<file path="config.mk">
export PLATFORM = sky130hd
export DESIGN_NAME = modbus_frame_payload_check_core
export DESIGN_NICKNAME = d
export VERILOG_FILES = /design/src/hdl/mfpc_pkg.sv /design/src/hdl/mfpc_res_fifo.sv /design/src/hdl/modbus_frame_payload_check_core.sv
export SDC_FILE = /design/constraint.sdc
export NUM_CORES = 1
export LEC_CHECK = 0
export ABC_CLOCK_PERIOD_IN_PS = 5010
export BUFFER_PORTS_ARGS = -buffer_cell sky130_fd_sc_hd__buf_2
export CAP_MARGIN = 20
export CORE_UTILIZATION = 56
export DETAILED_ROUTE_END_ITERATION = 7
export PLACE_DENSITY = 0.71
export SLEW_MARGIN = 0
export SYNTH_ARGS = -nofsm -noshare
export SYNTH_HDL_FRONTEND = slang
export SYNTH_HIERARCHICAL = 1
export SYNTH_SLANG_ARGS = --single-unit
</file>
<file path="constraint.sdc">
create_clock -name clk_i -period 5.01 [get_ports clk_i]
set_input_delay 0.7515 -clock clk_i [delete_from_list [all_inputs] [get_ports clk_i]]
set_output_delay 0.7515 -clock clk_i [all_outputs]
set_load 0.05 [all_outputs]
</file>
<file path="src/hdl/mfpc_pkg.sv">
package mfpc_pkg;

  localparam int unsigned COUNT_BITS = 17;

  localparam int unsigned FIFO_DEPTH = 4;
  localparam int unsigned FIFO_AW    = $clog2(FIFO_DEPTH);
  localparam int unsigned FIFO_CW    = $clog2(FIFO_DEPTH + 1);

  localparam int unsigned CFG_IDX_W  = 8;
  localparam int unsigned CFG_DATA_W = 8;

  localparam logic [CFG_IDX_W-1:0] CFG_FRAMING_MODE   = CFG_IDX_W'(0);
  localparam logic [CFG_IDX_W-1:0] CFG_CRC_HIGH_FIRST = CFG_IDX_W'(1);

  localparam logic [15:0] CRC_INIT     = 16'hFFFF;
  localparam logic [15:0] CRC_POLY_REV = 16'hA001;

  localparam int unsigned MBAP_MIN_LEN   = 8;
  localparam int unsigned MBAP_HDR_LEN   = 6;
  localparam int unsigned MBAP_PDU_START = 7;
  localparam int unsigned MBAP_LEN_HI    = 4;
  localparam int unsigned MBAP_LEN_LO    = 5;
  localparam int unsigned RTU_MIN_LEN    = 6;
  localparam int unsigned RTU_TRAILER    = 2;

  localparam logic KIND_PAYLOAD = 1'b0;
  localparam logic KIND_STATUS  = 1'b1;

  typedef enum logic [1:0] {
    MODE_RAW  = 2'd0,
    MODE_MBAP = 2'd1,
    MODE_RTU  = 2'd2
  } framing_mode_e;

  typedef enum logic [1:0] {
    ST_OK       = 2'd0,
    ST_SHORT    = 2'd1,
    ST_LEN_MISM = 2'd2,
    ST_CRC_FAIL = 2'd3
  } status_e;

  typedef struct packed {
    logic [7:0] data_byte;
    logic       last_byte;
  } in_item_t;

  typedef struct packed {
    logic       item_kind;
    logic [7:0] payload_byte;
    logic [1:0] status;
    logic       frame_end;
  } res_item_t;

  function automatic logic [15:0] crc16_byte(input logic [15:0] crc, input logic [7:0] b);
    logic [15:0] c;
    c = crc ^ {8'h00, b};
    for (int k = 0; k < 8; k++) begin
      if (c[0]) begin
        c = (c >> 1) ^ CRC_POLY_REV;
      end else begin
        c = c >> 1;
      end
    end
    return c;
  endfunction

endpackage

</file>
<file path="src/hdl/mfpc_res_fifo.sv">
module mfpc_res_fifo (
  input  logic                          clk_i,
  input  logic                          rst_ni,
  input  logic [1:0]                    push_num_i,
  input  mfpc_pkg::res_item_t           push_a_i,
  input  mfpc_pkg::res_item_t           push_b_i,
  input  logic                          pop_i,
  output mfpc_pkg::res_item_t           head_o,
  output logic [mfpc_pkg::FIFO_CW-1:0]  level_o
);

  mfpc_pkg::res_item_t               mem_q [mfpc_pkg::FIFO_DEPTH];
  logic [mfpc_pkg::FIFO_AW-1:0]      wr_ptr_q, wr_ptr_d;
  logic [mfpc_pkg::FIFO_AW-1:0]      rd_ptr_q, rd_ptr_d;
  logic [mfpc_pkg::FIFO_CW-1:0]      cnt_q, cnt_d;
  logic [mfpc_pkg::FIFO_AW-1:0]      wr_ptr_nx;
  logic                              do_pop;

  assign do_pop    = pop_i && (cnt_q != '0);
  assign wr_ptr_nx = wr_ptr_q + mfpc_pkg::FIFO_AW'(1);
  assign wr_ptr_d  = wr_ptr_q + mfpc_pkg::FIFO_AW'(push_num_i);
  assign rd_ptr_d  = do_pop ? rd_ptr_q + mfpc_pkg::FIFO_AW'(1) : rd_ptr_q;
  assign cnt_d     = cnt_q + mfpc_pkg::FIFO_CW'(push_num_i)
                   - mfpc_pkg::FIFO_CW'(do_pop);

  always_ff @(posedge clk_i or negedge rst_ni) begin
    if (!rst_ni) begin
      wr_ptr_q <= '0;
      rd_ptr_q <= '0;
      cnt_q    <= '0;
    end else begin
      wr_ptr_q <= wr_ptr_d;
      rd_ptr_q <= rd_ptr_d;
      cnt_q    <= cnt_d;
    end
  end

  always_ff @(posedge clk_i) begin
    if (push_num_i != 2'd0) begin
      mem_q[wr_ptr_q] <= push_a_i;
    end
    if (push_num_i == 2'd2) begin
      mem_q[wr_ptr_nx] <= push_b_i;
    end
  end

  assign head_o  = mem_q[rd_ptr_q];
  assign level_o = cnt_q;

endmodule

</file>
<file path="src/hdl/modbus_frame_payload_check_core.sv">
// modbus frame check and strip, one frame byte per input transfer
// input channel: in_valid_i / in_stall_o with in_data_i (byte plus last-byte mark)
// output channel: out_valid_o / out_stall_i with out_data_o, one result per transfer
// config channel: cfg_valid_i / cfg_ready_o, index 0 framing mode, index 1 crc byte order;
//   write only while the block is idle
// each byte gives at most a payload result and, on the last byte, a status result;
//   payload bytes come out before the status, so drop them when status is not ok
// results are written to a four-entry result queue at the accepting edge and reach
//   out_data_o from the head of that queue
// throughput: one byte per cycle while in_stall_o is low; the byte closing a frame can put two
//   results in the queue, so the single-result output port sets the sustained rate
// in_stall_o rises when the queue holds three or more results, so a stalled
//   receiver holds off the input before the queue can overflow and nothing is lost
// reset clears the queue, the byte counter and mbap length, sets crc to its initial value
//   and resets the config registers (raw mode, crc low byte first)
module modbus_frame_payload_check_core (
  input  logic                             clk_i,
  input  logic                             rst_ni,
  input  logic                             in_valid_i,
  output logic                             in_stall_o,
  input  mfpc_pkg::in_item_t               in_data_i,
  output logic                             out_valid_o,
  input  logic                             out_stall_i,
  output mfpc_pkg::res_item_t              out_data_o,
  input  logic                             cfg_valid_i,
  output logic                             cfg_ready_o,
  input  logic [mfpc_pkg::CFG_IDX_W-1:0]   cfg_index_i,
  input  logic [mfpc_pkg::CFG_DATA_W-1:0]  cfg_wdata_i
);

  localparam int unsigned CB = mfpc_pkg::COUNT_BITS;

  mfpc_pkg::framing_mode_e       mode_q;
  logic                          crc_hf_q;
  logic [CB-1:0]                 count_q, count_d;
  logic [15:0]                   crc_q, crc_d;
  logic [15:0]                   mbap_len_q, mbap_len_d;
  logic [15:0]                   delay_q;

  logic                          in_xfer;
  logic                          out_xfer;
  logic                          cfg_xfer;
  logic [7:0]                    b;
  logic [7:0]                    old_byte;
  logic                          have_old;
  logic [15:0]                   crc_upd;
  logic [CB:0]                   n_bytes;
  logic [15:0]                   crc_got;
  logic                          pay_emit;
  logic [7:0]                    pay_byte;
  mfpc_pkg::status_e             st;
  mfpc_pkg::res_item_t           pay_res, st_res, push_a, push_b;
  logic [1:0]                    push_num;
  logic [mfpc_pkg::FIFO_CW-1:0]  level;

  assign in_xfer  = in_valid_i && !in_stall_o;
  assign out_xfer = out_valid_o && !out_stall_i;
  assign cfg_ready_o = 1'b1;
  assign cfg_xfer = cfg_valid_i && cfg_ready_o;

  assign b        = in_data_i.data_byte;
  assign old_byte = delay_q[15:8];
  assign have_old = count_q >= CB'(mfpc_pkg::RTU_TRAILER);
  assign crc_upd  = have_old ? mfpc_pkg::crc16_byte(crc_q, old_byte) : crc_q;
  assign n_bytes  = {1'b0, count_q} + (CB+1)'(1);
  assign crc_got  = crc_hf_q ? {delay_q[7:0], b} : {b, delay_q[7:0]};

  always_comb begin
    mbap_len_d = mbap_len_q;
    if (count_q == CB'(mfpc_pkg::MBAP_LEN_HI)) begin
      mbap_len_d[15:8] = b;
    end else if (count_q == CB'(mfpc_pkg::MBAP_LEN_LO)) begin
      mbap_len_d[7:0] = b;
    end
  end

  always_comb begin
    pay_emit = 1'b1;
    pay_byte = b;
    st       = mfpc_pkg::ST_OK;
    case (mode_q)
      mfpc_pkg::MODE_MBAP: begin
        pay_emit = count_q >= CB'(mfpc_pkg::MBAP_PDU_START);
        if (n_bytes < (CB+1)'(mfpc_pkg::MBAP_MIN_LEN)) begin
          st = mfpc_pkg::ST_SHORT;
        end else if (n_bytes != (CB+1)'(mfpc_pkg::MBAP_HDR_LEN) + (CB+1)'(mbap_len_d)) begin
          st = mfpc_pkg::ST_LEN_MISM;
        end
      end
      mfpc_pkg::MODE_RTU: begin
        pay_emit = have_old;
        pay_byte = old_byte;
        if (n_bytes < (CB+1)'(mfpc_pkg::RTU_MIN_LEN)) begin
          st = mfpc_pkg::ST_SHORT;
        end else if (crc_got != crc_upd) begin
          st = mfpc_pkg::ST_CRC_FAIL;
        end
      end
      default: begin
        pay_emit = 1'b1;
        pay_byte = b;
        st       = mfpc_pkg::ST_OK;
      end
    endcase
  end

  always_comb begin
    pay_res.item_kind    = mfpc_pkg::KIND_PAYLOAD;
    pay_res.payload_byte = pay_byte;
    pay_res.status       = mfpc_pkg::ST_OK;
    pay_res.frame_end    = 1'b0;
    st_res.item_kind     = mfpc_pkg::KIND_STATUS;
    st_res.payload_byte  = 8'h00;
    st_res.status        = st;
    st_res.frame_end     = 1'b1;
    push_a   = pay_emit ? pay_res : st_res;
    push_b   = st_res;
    push_num = 2'd0;
    if (in_xfer) begin
      push_num = 2'(pay_emit) + 2'(in_data_i.last_byte);
    end
  end

  always_comb begin
    count_d = (count_q != '1) ? count_q + CB'(1) : count_q;
    crc_d   = crc_upd;
    if (in_data_i.last_byte) begin
      count_d = '0;
      crc_d   = mfpc_pkg::CRC_INIT;
    end
  end

  always_ff @(posedge clk_i or negedge rst_ni) begin
    if (!rst_ni) begin
      mode_q     <= mfpc_pkg::MODE_RAW;
      crc_hf_q   <= 1'b0;
      count_q    <= '0;
      crc_q      <= mfpc_pkg::CRC_INIT;
      mbap_len_q <= '0;
    end else begin
      if (cfg_xfer) begin
        if (cfg_index_i == mfpc_pkg::CFG_FRAMING_MODE) begin
          mode_q <= mfpc_pkg::framing_mode_e'(cfg_wdata_i[1:0]);
        end else if (cfg_index_i == mfpc_pkg::CFG_CRC_HIGH_FIRST) begin
          crc_hf_q <= cfg_wdata_i[0];
        end
      end
      if (in_xfer) begin
        count_q    <= count_d;
        crc_q      <= crc_d;
        mbap_len_q <= in_data_i.last_byte ? 16'h0000 : mbap_len_d;
      end
    end
  end

  // two-byte delay line for the rtu trailer
  always_ff @(posedge clk_i) begin
    if (in_xfer) begin
      delay_q <= {delay_q[7:0], b};
    end
  end

  mfpc_res_fifo u_res_fifo (
    .clk_i      (clk_i),
    .rst_ni     (rst_ni),
    .push_num_i (push_num),
    .push_a_i   (push_a),
    .push_b_i   (push_b),
    .pop_i      (out_xfer),
    .head_o     (out_data_o),
    .level_o    (level)
  );

  assign out_valid_o = level != '0;
  assign in_stall_o  = level > mfpc_pkg::FIFO_CW'(mfpc_pkg::FIFO_DEPTH - 2);

`ifndef SYNTHESIS
  a_level_bound: assert property (@(posedge clk_i) disable iff (!rst_ni)
    level <= mfpc_pkg::FIFO_CW'(mfpc_pkg::FIFO_DEPTH))
    else $error("result queue overflow");

  a_frame_restart: assert property (@(posedge clk_i) disable iff (!rst_ni)
    in_xfer && in_data_i.last_byte |=> count_q == '0 && crc_q == mfpc_pkg::CRC_INIT)
    else $error("trackers not cleared after frame end");

  a_status_shape: assert property (@(posedge clk_i) disable iff (!rst_ni)
    out_valid_o && out_data_o.item_kind == mfpc_pkg::KIND_STATUS
    |-> out_data_o.frame_end && out_data_o.payload_byte == 8'h00)
    else $error("malformed status result");

  a_payload_shape: assert property (@(posedge clk_i) disable iff (!rst_ni)
    out_valid_o && out_data_o.item_kind == mfpc_pkg::KIND_PAYLOAD
    |-> !out_data_o.frame_end && out_data_o.status == mfpc_pkg::ST_OK)
    else $error("malformed payload result");
`endif

endmodule
</file>
==> metrics <==
status completed; largest net degree at the start of global routing 60; Clock Skew 0.0158 ns; total die area ~15000 µm²; CP Launch Type register; yosys warns 6; clock buffer count from CTS 17; proportion of synthesized area in mux cells 16.8%; Post-route DRC 0; vias post-DR 6092; I/O pin cnt between 40 and 50; first-pass GRT wire length 32.2 mm; Final Cell Area 9370 µm²; share of layout cells above drive strength 1 23.0%; number of port buffers 37; RSZ-0062 raised after global routing no; Yosys cell types 89; Max IR drop VDD 0.255 mV; Worst Reg-to-Reg Cells 12; cell taking the most area after synthesis edfxtp_1; CTS HTree Levels 4; critical path peak fanout 16; gpl congestion 0.898; top_reg_cell synth edfxtp_1; Hold Crit Class register to register; Final Hold Violating Endpoints 0; die height 124 µm; Max-Cap Viols 0; via/cell ratio 6.03; final setup vio count 0; leakage power 3.78 nW; Reg-to-Reg Start count_q[0]; Synth area leaders edfxtp_1 23%, dfrtp_1 13%, mux2_4 6.8%; Bufs on Longest Clock Path 2; worst-margin pin slew 1.01 ns; DR iter-0 viols 457; critical path type register to register; syn avg cell area around 11 µm²; Core Area between 10000 and 15000 µm²; Post-Synth XOR/XNOR Area 9.69%; crit end category register; max-slew violation count 0; Initial Util 57.5%; DRT Wirelength around 20 mm; GRT Total Usage 26.6%; dpl hpwl 13.4 mm; Routed Antenna Nets 0; nets@finish ~860; Synth Cell Area 8380 µm²; P per Cell Area approximately 500 nW/µm²; number of antenna violations at the first check in global routing 0; EDFF count, synth 64; Post-CTS Setup Bufs 0; Cells after Synth 751; area share of the largest cell type after synthesis 22.9%; crit share post-route 83.4%; largest family of logic cells by synthesized area multiplexers; number of diodes 0; Syn-to-layout area delta 11.8%; hold_sp delay_q[4]; clk slew on worst S/H paths 0.06 ns; Placed Area 8760 µm²; Slew headroom 32.8%; clock tree from TritonCTS done; CP required 5.18 ns; register area share after synthesis 40.8%; post-route setup TNS 0 ns; critical path arrival 4.35 ns; CP startpoint count_q[0]; Pre-antenna DRT Iters 5; Die W about 120 µm; Synth Area in Adders under 10%; GRT Residual Overflow 0; Clock Sinks 123; Synth Area in Simple Gates between 10% and 20%; Final min period 4.18 ns; Hold-fix buffers, CTS 0; maximum clock rate 0.239 GHz; FILL cells between 1000 and 1500; vias in the first global route 6209; Synth Area in Compound Gates between 10% and 20%; ys async rst share 48.0%; Seq cells post-synth 123; cell row count 44; post-cts sizing count 0; WL/cell 19.3 µm; clock root buffer master clkbuf_16; Worst-Skew Late Latency 0.43 ns; Hold Path Cell Cnt 0
## synth_stat cells, types with 18 or more instances
master	count
xnor2_1	55
mux2_4	38
nor2_1	48
inv_1	22
nand2_1	44
dfrtp_1	43
o21ai_0	42
nand3_1	22
clkbuf_1	18
a21oi_1	25
mux2i_1	42
xor2_1	28
edfxtp_1	64
## worst paths after layout
check | slack, ns | to
worst min register to register | 0.48 | delay_q[12]
min in group asynchronous | 0.49 | count_q[13]
worst max-delay path | 0.83 | u_res_fifo/mem_q[1][2]
max in group asynchronous | 4.01 | mode_q[1]
worst max register to register | 0.83 | u_res_fifo/mem_q[1][2]
worst min-delay path | 0.48 | delay_q[12]
## area by class of cell
class	count	area (µm²)	share of cell area (%)
clock buffers	21	493	5.26
clock inverters	11	104	1.11
inverters	22	82.6	0.881
multi-input cells	601	4770	51.0
flip-flops and latches	123	3420	36.5
well taps	184	230	2.46
repair buffers	48	268	2.86
## placed cells by master (no fill, tap or decap), types with 16 or more instances in the layout
cell type	n
dfstp_2	16
xnor2_1	55
conb_1	41
mux2i_1	42
xor2_1	28
dfrtp_1	43
inv_1	22
nor2_1	48
nand3_1	22
clkbuf_16	19
o21ai_0	42
a21oi_1	25
buf_2	37
nand2_1	44
mux2_4	38
edfxtp_1	64
## power breakdown
| part | switching [mW] | internal, mW |
|---|---|---|
| Combinational | 1.11 | 0.812 |
| Sequential | 0.233 | 1.32 |
| Clock | 0.472 | 0.758 |
| Total | 1.81 | 2.89 |
## critical path, stage by stage, from the launching register on
cell and delay (ns):
dfrtp_1 0.52, inv_1 0.14, ha_1 0.23, nor4bb_1 0.37
nand4_2 0.53, or3_1 0.53, a22oi_1 0.35, o2111ai_1 0.17
nand2_1 0.11, o2111ai_1 0.17, o31ai_2 0.30, a21oi_1 0.19
mux2_4 0.30
## routing by layer
metal | wire length, µm | part of all wire, % | up-vias | track usage, %
li1 | - | - | 2871 | -
met1 | 8300 | 42 | 2971 | 33.5
met2 | 9620 | 49 | 209 | 44.4
met3 | 1170 | 6.0 | 41 | 6.01
met4 | 438 | 2.2 | 0 | 10.2
met5 | 0 | 0 | - | 0
## per-stage QoR
step	hold WS, ns	std cells	power [mW]	util [%]	setup WS [ns]
5_1_grt	0.503	1010	4.96	64.2	0.499
3_3_place_gp	0.452	976	3.41	60.0	1.03
4_1_cts	0.483	1008	4.72	64.1	0.909
6_report	0.481	1010	4.71	64.2	0.834
3_5_place_dp	0.467	976	3.47	60.0	0.929
2_1_floorplan	0.424	790	3.07	-	0.532
## sequential cells by signal, summed over array words and instances (netlist names)
| register | flops |
|---|---|
| count_q | 17 |
| u_res_fifo/wr_ptr_q | 2 |
| mode_q | 2 |
| crc_q | 16 |
| crc_hf_q | 1 |
| u_res_fifo/level_o | 3 |
| delay_q | 16 |
| u_res_fifo/rd_ptr_q | 2 |
| mbap_len_q | 16 |
| u_res_fifo/mem_q | 48 |
## kinds of logic after synthesis
| kind of cell | Yosys count |
|---|---|
| AOI/OAI and AO/OA | 140 |
| xor gates and xnor gates | 87 |
| adders and majority gates | 14 |
| buffers and inverters | 66 |
| DFF | 123 |
| muxes | 105 |
| other | 2 |
| and+or+nand+nor | 214 |
(Power assumes the default switching activity.)
